--- config.mk ---
export PLATFORM = sky130hd
export DESIGN_NAME = lru_frame_replacer_top
export DESIGN_NICKNAME = d
export VERILOG_FILES = /design/src/rtl/lfr_pkg.sv /design/src/rtl/lru_frame_replacer_top.sv /design/src/rtl/lfr_ram.sv /design/src/rtl/lfr_marks.sv
export SDC_FILE = /design/constraint.sdc
export NUM_CORES = 1
export LEC_CHECK = 0
export BUFFER_PORTS_ARGS = -buffer_cell sky130_fd_sc_hd__buf_4
export CAP_MARGIN = 20
export CORE_UTILIZATION = 55
export CTS_CLUSTER_DIAMETER = 40
export DETAILED_ROUTE_END_ITERATION = 12
export GPL_ROUTABILITY_DRIVEN = 0
export PLACE_DENSITY = 0.71
export SYNTH_ARGS = -nofsm -noshare
export SYNTH_HDL_FRONTEND = slang
export SYNTH_HIERARCHICAL = 1
export SYNTH_SLANG_ARGS = --single-unit
--- constraint.sdc ---
create_clock -name i_clk -period 6.13 [get_ports i_clk]
set_clock_uncertainty 0.1 [all_clocks]
set_input_delay 1.5325 -clock i_clk [delete_from_list [all_inputs] [get_ports i_clk]]
set_output_delay 1.5325 -clock i_clk [all_outputs]
set_load 0.01 [all_outputs]
--- src/rtl/lfr_pkg.sv ---
package lfr_pkg;

    localparam int DEF_FRAME_CNT = 64;

    // Field widths of the stream words
    localparam int FRAME_W  = 8;
    localparam int VICT_W   = 6;
    localparam int STATUS_W = 2;
    localparam int TOTAL_W  = 7;
    localparam int KIND_W   = 2;

    localparam logic [KIND_W-1:0] K_ACCESS = 2'd0;
    localparam logic [KIND_W-1:0] K_SET    = 2'd1;
    localparam logic [KIND_W-1:0] K_EVICT  = 2'd2;
    localparam logic [KIND_W-1:0] K_REMOVE = 2'd3;

    localparam logic [STATUS_W-1:0] ST_OK     = 2'd0;
    localparam logic [STATUS_W-1:0] ST_RANGE  = 2'd1;
    localparam logic [STATUS_W-1:0] ST_PINNED = 2'd2;

    typedef enum logic [2:0] {
        S_IDLE,
        S_DECODE,
        S_SCAN,
        S_APPEND,
        S_DONE
    } t_state;

    // Update request for the tracked and evictable marks and the count
    typedef struct packed {
        logic set_trk;
        logic clr_trk;
        logic wr_evm;
        logic evm_val;
        logic cnt_inc;
        logic cnt_dec;
    } t_mark_cmd;

endpackage

--- src/rtl/lru_frame_replacer_top.sv ---
// Flow: an item that needs no list walk passes S_IDLE, S_DECODE and S_DONE, where its result is registered;
// remove and evict walk the recency list, one entry a cycle through the list RAM read
// port; access of a tracked frame walks the list and then appends the frame in S_APPEND.
// One item at a time: the next is accepted once the result is registered, and S_DONE
// waits while the output register still holds a result that has not been taken.
// Reset (synchronous, active low) clears tracked and evictable marks, count and length.
module lru_frame_replacer_top #(
    parameter int FRAME_CNT = lfr_pkg::DEF_FRAME_CNT
) (
    input  logic        i_clk,
    input  logic        i_rst_n,
    input  logic        i_s_tvalid,
    output logic        o_s_tready,
    input  logic [15:0] i_s_tdata,  // [7:0] frame, [8] make_evictable, [15:9] zero
    input  logic [1:0]  i_s_tuser,  // [1:0] kind
    output logic        o_m_tvalid,
    input  logic        i_m_tready,
    output logic [15:0] o_m_tdata   // [0] victim_valid, [6:1] victim_frame,
                                    // [8:7] status, [15:9] evictable_total
);
    import lfr_pkg::*;

    localparam int IDXW = $clog2(FRAME_CNT);
    localparam int CNTW = $clog2(FRAME_CNT + 1);

    t_state               r_state, n_state;
    logic [KIND_W-1:0]    r_kind, n_kind;
    logic [FRAME_W-1:0]   r_frame, n_frame;
    logic                 r_mk, n_mk;
    logic [CNTW-1:0]      r_len, n_len;
    logic [CNTW-1:0]      r_issue, n_issue;
    logic                 r_pend, n_pend;
    logic [IDXW-1:0]      r_pidx, n_pidx;
    logic                 r_hit, n_hit;
    logic                 r_push, n_push;
    logic                 r_vv, n_vv;
    logic [IDXW-1:0]      r_victim, n_victim;
    logic [STATUS_W-1:0]  r_status, n_status;

    logic                 r_ov, n_ov;
    logic                 r_o_vv, n_o_vv;
    logic [VICT_W-1:0]    r_o_vf, n_o_vf;
    logic [STATUS_W-1:0]  r_o_st, n_o_st;
    logic [TOTAL_W-1:0]   r_o_tot, n_o_tot;

    logic                 ram_we;
    logic [IDXW-1:0]      ram_waddr;
    logic [IDXW-1:0]      ram_wdata;
    logic                 ram_re;
    logic [IDXW-1:0]      ram_rdata;

    t_mark_cmd            mark_cmd;
    logic [IDXW-1:0]      mark_widx;
    logic                 trk_a, evm_a, evm_b;
    logic [CNTW-1:0]      evict_cnt;

    logic [IDXW-1:0]      f_idx;
    logic                 in_range;
    logic                 scan_match;
    logic [CNTW-1:0]      len_m1;
    logic [FRAME_W-1:0]   victim_ext;
    logic                 old_evm;

    assign f_idx      = r_frame[IDXW-1:0];
    assign in_range   = {1'b0, r_frame} < (FRAME_W + 1)'(FRAME_CNT);
    assign scan_match = (r_kind == K_EVICT) ? evm_b : (ram_rdata == f_idx);
    assign len_m1     = r_len - CNTW'(1);
    assign victim_ext = FRAME_W'(r_victim);
    assign old_evm    = trk_a & evm_a;

    lfr_ram #(
        .WIDTH (IDXW),
        .DEPTH (FRAME_CNT)
    ) u_list (
        .i_clk     (i_clk),
        .i_wr_en   (ram_we),
        .i_wr_addr (ram_waddr),
        .i_wr_data (ram_wdata),
        .i_rd_en   (ram_re),
        .i_rd_addr (r_issue[IDXW-1:0]),
        .o_rd_data (ram_rdata)
    );

    lfr_marks #(
        .FRAME_CNT (FRAME_CNT)
    ) u_marks (
        .i_clk      (i_clk),
        .i_rst_n    (i_rst_n),
        .i_cmd      (mark_cmd),
        .i_wr_idx   (mark_widx),
        .i_rd_a_idx (f_idx),
        .o_trk_a    (trk_a),
        .o_evm_a    (evm_a),
        .i_rd_b_idx (ram_rdata),
        .o_evm_b    (evm_b),
        .o_cnt      (evict_cnt)
    );

    always_ff @(posedge i_clk) begin
        if (!i_rst_n) begin
            r_state <= S_IDLE;
            r_len   <= '0;
            r_pend  <= 1'b0;
            r_ov    <= 1'b0;
        end else begin
            r_state <= n_state;
            r_len   <= n_len;
            r_pend  <= n_pend;
            r_ov    <= n_ov;
        end
    end

    always_ff @(posedge i_clk) begin
        r_kind   <= n_kind;
        r_frame  <= n_frame;
        r_mk     <= n_mk;
        r_issue  <= n_issue;
        r_pidx   <= n_pidx;
        r_hit    <= n_hit;
        r_push   <= n_push;
        r_vv     <= n_vv;
        r_victim <= n_victim;
        r_status <= n_status;
        r_o_vv   <= n_o_vv;
        r_o_vf   <= n_o_vf;
        r_o_st   <= n_o_st;
        r_o_tot  <= n_o_tot;
    end

    always_comb begin
        n_state  = r_state;
        n_kind   = r_kind;
        n_frame  = r_frame;
        n_mk     = r_mk;
        n_len    = r_len;
        n_issue  = r_issue;
        n_pend   = 1'b0;
        n_pidx   = r_pidx;
        n_hit    = r_hit;
        n_push   = r_push;
        n_vv     = r_vv;
        n_victim = r_victim;
        n_status = r_status;
        n_ov     = r_ov;
        n_o_vv   = r_o_vv;
        n_o_vf   = r_o_vf;
        n_o_st   = r_o_st;
        n_o_tot  = r_o_tot;

        o_s_tready = 1'b0;
        ram_we     = 1'b0;
        ram_waddr  = r_len[IDXW-1:0];
        ram_wdata  = f_idx;
        ram_re     = 1'b0;
        mark_cmd   = '0;
        mark_widx  = f_idx;

        if (r_ov && i_m_tready) begin
            n_ov = 1'b0;
        end

        case (r_state)
            S_IDLE: begin
                o_s_tready = 1'b1;
                if (i_s_tvalid) begin
                    n_kind   = i_s_tuser;
                    n_frame  = i_s_tdata[FRAME_W-1:0];
                    n_mk     = i_s_tdata[FRAME_W];
                    n_issue  = '0;
                    n_hit    = 1'b0;
                    n_push   = 1'b0;
                    n_vv     = 1'b0;
                    n_victim = '0;
                    n_status = ST_OK;
                    n_state  = S_DECODE;
                end
            end
            S_DECODE: begin
                n_state = S_DONE;
                if (r_kind == K_EVICT) begin
                    if (evict_cnt != '0) begin
                        n_state = S_SCAN;
                    end
                end else if (!in_range) begin
                    n_status = ST_RANGE;
                end else begin
                    case (r_kind)
                        K_ACCESS: begin
                            if (trk_a) begin
                                n_push  = 1'b1;
                                n_state = S_SCAN;
                            end else begin
                                mark_cmd.set_trk = 1'b1;
                                mark_cmd.wr_evm  = 1'b1;
                                mark_cmd.evm_val = 1'b0;
                                ram_we = 1'b1;
                                n_len  = r_len + CNTW'(1);
                            end
                        end
                        K_SET: begin
                            if (!trk_a) begin
                                ram_we = 1'b1;
                                n_len  = r_len + CNTW'(1);
                            end
                            mark_cmd.set_trk = 1'b1;
                            mark_cmd.wr_evm  = 1'b1;
                            mark_cmd.evm_val = r_mk;
                            mark_cmd.cnt_inc = r_mk & ~old_evm;
                            mark_cmd.cnt_dec = ~r_mk & old_evm;
                        end
                        K_REMOVE: begin
                            if (trk_a) begin
                                if (!evm_a) begin
                                    n_status = ST_PINNED;
                                end else begin
                                    mark_cmd.clr_trk = 1'b1;
                                    mark_cmd.wr_evm  = 1'b1;
                                    mark_cmd.evm_val = 1'b0;
                                    mark_cmd.cnt_dec = 1'b1;
                                    n_state = S_SCAN;
                                end
                            end
                        end
                        default: begin
                            n_state = S_DONE;
                        end
                    endcase
                end
            end
            S_SCAN: begin
                // issue one list read a cycle; data returns from the registered RAM read in the next cycle
                ram_re = (r_issue < r_len);
                if (ram_re) begin
                    n_issue = r_issue + CNTW'(1);
                    n_pend  = 1'b1;
                    n_pidx  = r_issue[IDXW-1:0];
                end
                if (r_pend) begin
                    if (!r_hit && scan_match) begin
                        n_hit = 1'b1;
                        if (r_kind == K_EVICT) begin
                            n_vv     = 1'b1;
                            n_victim = ram_rdata;
                            mark_widx        = ram_rdata;
                            mark_cmd.clr_trk = 1'b1;
                            mark_cmd.wr_evm  = 1'b1;
                            mark_cmd.evm_val = 1'b0;
                            mark_cmd.cnt_dec = 1'b1;
                        end
                    end else if (r_hit) begin
                        // close the gap: shift the word down one place
                        ram_we    = 1'b1;
                        ram_waddr = r_pidx - IDXW'(1);
                        ram_wdata = ram_rdata;
                    end
                end
                if (!ram_re && !r_pend) begin
                    n_state = S_DONE;
                    if (r_hit) begin
                        if (r_push) begin
                            n_state = S_APPEND;
                        end else begin
                            n_len = len_m1;
                        end
                    end
                end
            end
            S_APPEND: begin
                ram_we    = 1'b1;
                ram_waddr = len_m1[IDXW-1:0];
                n_state   = S_DONE;
            end
            S_DONE: begin
                if (!r_ov || i_m_tready) begin
                    n_ov    = 1'b1;
                    n_o_vv  = r_vv;
                    n_o_vf  = victim_ext[VICT_W-1:0];
                    n_o_st  = r_status;
                    n_o_tot = TOTAL_W'(evict_cnt);
                    n_state = S_IDLE;
                end
            end
            default: begin
                n_state = S_IDLE;
            end
        endcase
    end

    assign o_m_tvalid = r_ov;
    assign o_m_tdata  = {r_o_tot, r_o_st, r_o_vf, r_o_vv};

`ifndef SYNTHESIS
    a_len_bound: assert property (@(posedge i_clk) disable iff (!i_rst_n)
        r_len <= CNTW'(FRAME_CNT))
        else $error("list length above frame count");

    a_cnt_le_len: assert property (@(posedge i_clk) disable iff (!i_rst_n)
        evict_cnt <= r_len)
        else $error("evictable count above list length");

    // evict only walks the list when some frame is unpinned, so it must find one
    a_evict_hits: assert property (@(posedge i_clk) disable iff (!i_rst_n)
        (r_state == S_SCAN && r_kind == K_EVICT && !r_pend && r_issue == r_len)
        |-> r_hit)
        else $error("evict walk ended without a victim");

    a_victim_ok: assert property (@(posedge i_clk) disable iff (!i_rst_n)
        (r_ov && r_o_vv) |-> (r_o_st == ST_OK))
        else $error("victim reported with error status");
`endif

endmodule

--- src/rtl/lfr_ram.sv ---
module lfr_ram #(
    parameter int WIDTH = 6,
    parameter int DEPTH = 64
) (
    input  logic                     i_clk,
    input  logic                     i_wr_en,
    input  logic [$clog2(DEPTH)-1:0] i_wr_addr,
    input  logic [WIDTH-1:0]         i_wr_data,
    input  logic                     i_rd_en,
    input  logic [$clog2(DEPTH)-1:0] i_rd_addr,
    output logic [WIDTH-1:0]         o_rd_data
);

    logic [WIDTH-1:0] r_mem [DEPTH];
    logic [WIDTH-1:0] r_rd_data;

    always_ff @(posedge i_clk) begin
        if (i_wr_en) begin
            r_mem[i_wr_addr] <= i_wr_data;
        end
        if (i_rd_en) begin
            r_rd_data <= r_mem[i_rd_addr];
        end
    end

    assign o_rd_data = r_rd_data;

endmodule

--- src/rtl/lfr_marks.sv ---
module lfr_marks #(
    parameter int FRAME_CNT = lfr_pkg::DEF_FRAME_CNT
) (
    input  logic                              i_clk,
    input  logic                              i_rst_n,
    input  lfr_pkg::t_mark_cmd                i_cmd,
    input  logic [$clog2(FRAME_CNT)-1:0]      i_wr_idx,
    input  logic [$clog2(FRAME_CNT)-1:0]      i_rd_a_idx,
    output logic                              o_trk_a,
    output logic                              o_evm_a,
    input  logic [$clog2(FRAME_CNT)-1:0]      i_rd_b_idx,
    output logic                              o_evm_b,
    output logic [$clog2(FRAME_CNT+1)-1:0]    o_cnt
);
    import lfr_pkg::*;

    localparam int CNTW = $clog2(FRAME_CNT + 1);

    logic [FRAME_CNT-1:0] r_trk;
    logic [FRAME_CNT-1:0] r_evm;
    logic [CNTW-1:0]      r_cnt;
    logic [CNTW-1:0]      n_cnt;

    always_comb begin
        n_cnt = r_cnt;
        if (i_cmd.cnt_inc) begin
            n_cnt = r_cnt + CNTW'(1);
        end else if (i_cmd.cnt_dec && (r_cnt != '0)) begin
            n_cnt = r_cnt - CNTW'(1);
        end
    end

    always_ff @(posedge i_clk) begin
        if (!i_rst_n) begin
            r_trk <= '0;
            r_evm <= '0;
            r_cnt <= '0;
        end else begin
            if (i_cmd.set_trk) begin
                r_trk[i_wr_idx] <= 1'b1;
            end else if (i_cmd.clr_trk) begin
                r_trk[i_wr_idx] <= 1'b0;
            end
            if (i_cmd.wr_evm) begin
                r_evm[i_wr_idx] <= i_cmd.evm_val;
            end
            r_cnt <= n_cnt;
        end
    end

    assign o_trk_a = r_trk[i_rd_a_idx];
    assign o_evm_a = r_evm[i_rd_a_idx];
    assign o_evm_b = r_evm[i_rd_b_idx];
    assign o_cnt   = r_cnt;

`ifndef SYNTHESIS
    // an unpinned frame is always a tracked one
    a_evm_tracked: assert property (@(posedge i_clk) disable iff (!i_rst_n)
        (r_evm & ~r_trk) == '0)
        else $error("evictable mark set on untracked frame");

    a_cnt_bound: assert property (@(posedge i_clk) disable iff (!i_rst_n)
        r_cnt <= CNTW'(FRAME_CNT))
        else $error("evictable count above frame count");

    a_cnt_match: assert property (@(posedge i_clk) disable iff (!i_rst_n)
        $countones(r_evm) == int'(r_cnt))
        else $error("evictable count disagrees with marks");
`endif

endmodule
==> reports/summary.json <==
{
  "die": {
    "die_w_um": 219,
    "placementRows": 79,
    "die-height_um": 219,
    "floorplan.die_area_um2": 48200,
    "initial_utilization": 0.559,
    "floorplan.io_pins": 40,
    "core_area_um2": 46600
  },
  "layout": {
    "drive_gt1_frac": 0.198,
    "finish.net_count": 1921,
    "num_antenna_cells": 0,
    "final_common_cell": "sky130_fd_sc_hd__edfxtp_1",
    "final_cell_mix": "sky130_fd_sc_hd__edfxtp_1 (441), sky130_fd_sc_hd__o21ai_0 (156), sky130_fd_sc_hd__mux4_2 (153)",
    "syn2layout_area_growth_pct": 13.3,
    "layout.core_utilization": 0.633
  },
  "setup_path": {
    "timing.critical_path.from_type": "register",
    "cp.required_ps": 6260,
    "critical_path.endpoint": "u_list/r_mem[21][1]",
    "worst_ep_arrival_time_ps": 5390,
    "path_max_fanout": 9,
    "rr_worst_depth": 12,
    "cells_traversed_along_the_worst_timing_path": "mux4_2 > mux4_2 > mux2i_1 > nor2_1 > a21oi_1 > o21ai_1 > nor2_1 > o2111ai_1 > a21oi_1 > inv_1 > or2_1 > nor2_1",
    "r2r_setup_slack_ps": 870,
    "timing.critical_path.slowest_cell_delay_ps": 750,
    "rr_endpoint": "u_list/r_mem[21][1]",
    "crit_path_end_kind": "register",
    "critPathSlowestCell": "sky130_fd_sc_hd__edfxtp_1",
    "rr_startpoint": "r_frame[0]",
    "path_class": "reg2reg",
    "critPathMostFrequentCell": "sky130_fd_sc_hd__nor2_1",
    "crit_start": "r_frame[0]"
  },
  "pwr": {
    "power-per-cell-area_nw_per_um2": 334,
    "finalPower_w": 0.00983,
    "ir_worst_vdd_uv": 378,
    "total_leakage_power_nw": 9.43
  },
  "detailed_routing": {
    "detailedRoute.firstPassIterationCount": 6,
    "final_antenna_net_count": 0,
    "wl_per_cell_um": 24.3,
    "num_vias": 16472,
    "post_drt_via_cell_ratio": 6.46,
    "drt-total-wl_mm": 62.0,
    "drt-initial-drc-count": 2098,
    "drc": 0
  },
  "cts": {
    "cts_root_buffer": "sky130_fd_sc_hd__clkbuf_16",
    "cts-buffers-inserted": 80,
    "clock-sinks": 588,
    "cts_setup_buffers": 0,
    "h-tree-depth": 3,
    "post_cts_resized": 0,
    "postCtsHoldBufs": 0,
    "clock_insertion_delay_worst_skew_ps": 610,
    "clk_pin_slew_ps": 60,
    "clock_path_buffers": 3,
    "cts_tree": "done"
  },
  "timing": {
    "timing_max_transition_violations_final": 0,
    "setup-tns-final_ps": 0,
    "finalCritPeriodShare": 0.858,
    "final-setup-viol-count": 0,
    "worst_slew_pin_slew_ps": 1090,
    "final_period_minus_worst_setup_slack_ps": 5260,
    "maxClockFrequency_mhz": 190,
    "report.final.hold_viol_count": 0,
    "worst_max_slew_margin_expressed_relative_to_the_limit": 0.263,
    "rsz0062_at_grt": "no"
  },
  "place": {
    "post-dp-hpwl_mm": 36.8,
    "io_buffer_count": 32
  },
  "yosys": {
    "post_synth_main_area_contributors": "sky130_fd_sc_hd__edfxtp_1 (51%), sky130_fd_sc_hd__mux4_2 (13%), sky130_fd_sc_hd__dfxtp_1 (11%)",
    "unique_cell_type_count_in_the_yosys_netlist": 70,
    "synth.net_count": 1894,
    "yosys_warnings": 6,
    "synth-seq-cells": 588,
    "share_of_flip_flops_with_an_asynchronous_set_or_reset": 0,
    "number_of_enable_type_register_cells_in_the_synthesized_netlist": 441,
    "ys.flop_type": "sky130_fd_sc_hd__edfxtp_1",
    "synth_area_leader_cell": "sky130_fd_sc_hd__edfxtp_1",
    "yosysSeqAreaShare": 0.622,
    "synth_area_um2": 26000,
    "synth.top_cell.area_share": 0.509,
    "syn-mean-instance-area_um2": 14.0,
    "synthCells": 1852
  },
  "min_path": {
    "worst_hold_path_type": "reg2reg"
  },
  "global_route": {
    "number_of_global_route_vias_before_repair": 16117,
    "grt.overflow.total": 0,
    "grt_pass1_wl_mm": 94.7,
    "largest_net_degree_at_the_start_of_global_routing": 129,
    "antenna_found_initial": 0,
    "groute.usage.overall": 0.263
  },
  "run_status": {
    "outcome": "completed"
  },
  "run": {
    "drv.max_cap_violation_count": 0
  }
}
[cell families after synthesis]
group / synth area share
XOR/XNOR: 0.00774
multiplexers: 0.151
buffers and inverters: 0.0260
flip-flops: 0.622
AND/OR/NAND/NOR: 0.0871
adder cells (fa/ha/maj): 0.00991
AO/OA/AOI/OAI: 0.0965
[cell type report]
type / instances / area, µm²
fill: 3302 / 17100
sequential: 588 / 16200
multi-input combinational: 1112 / 9170
clock buffer: 92 / 2140
tap: 607 / 759
timing repair buffer: 69 / 581
clock inverter: 55 / 531
inverter: 28 / 105
[where the power goes]
| group | switching (W) | leakage (nW) | internal, W | total, W |
|---|---|---|---|---|
| logic | 0.000521 | 2.99 | 0.000311 | 0.000832 |
| clock network | 0.00179 | 1.27 | 0.00277 | 0.00456 |
| registers | 0.0000625 | 5.18 | 0.00438 | 0.00444 |
| total | 0.00237 | 9.43 | 0.00746 | 0.00983 |
[routing by layer]
layer  track usage  routed length (µm)  share of wire  up-vias
met4        0.0961                1860          0.030        0
met2         0.418               29800           0.48      870
li1              -                   -              -     7215
met5             0                   0              0        -
met1         0.359               24800           0.40     8258
met3        0.0552                5540          0.089      129
[synthesized netlist by cell type, drive strengths merged, types with 12 or more instances]
| master | n |
|---|---|
| dfxtp | 147 |
| mux2i | 25 |
| and2 | 19 |
| xor2 | 14 |
| ha | 19 |
| buf | 38 |
| clkbuf | 86 |
| nor2b | 12 |
| nor3 | 18 |
| nor2 | 123 |
| mux4 | 155 |
| nand2 | 138 |
| nand3 | 103 |
| nand2b | 12 |
| a21boi | 130 |
| mux2 | 15 |
| o21ai | 159 |
| a21oi | 31 |
| inv | 28 |
| edfxtp | 441 |
[worst min path at each step]
stage	from	endpoint	slack (ps)	depth (start not counted)
after floorplan	r_status[0]	r_o_st[0]	300	0
after global placement	r_victim[2]	r_o_vf[2]	300	0
after detailed placement	r_victim[3]	r_o_vf[3]	300	0
after CTS	r_victim[4]	r_o_vf[4]	310	0
after global routing	r_victim[5]	r_o_vf[5]	310	0
final	r_victim[4]	r_o_vf[4]	310	0
[stage by stage]
step	cells	worst slack (ps)	hold slack, ps	instance area (µm²)
detailed placement	2399	907	305	26700
global placement	2399	958	302	26700
floorplan	1852	1630	300	26000
CTS	2546	879	312	29400
finish	2551	870	312	29500
global route	2551	566	315	29500
[critical path: cells and delay by family, from the launching register on]
kind | cells | cell delay [ps]
buffers and inverters | 1 | 200
DFF | 1 | 750
muxes | 3 | 1280
AOI/OAI and AO/OA | 4 | 1260
and+or+nand+nor | 4 | 1270
No activity file was read; power rests on OpenSTA's default activity.
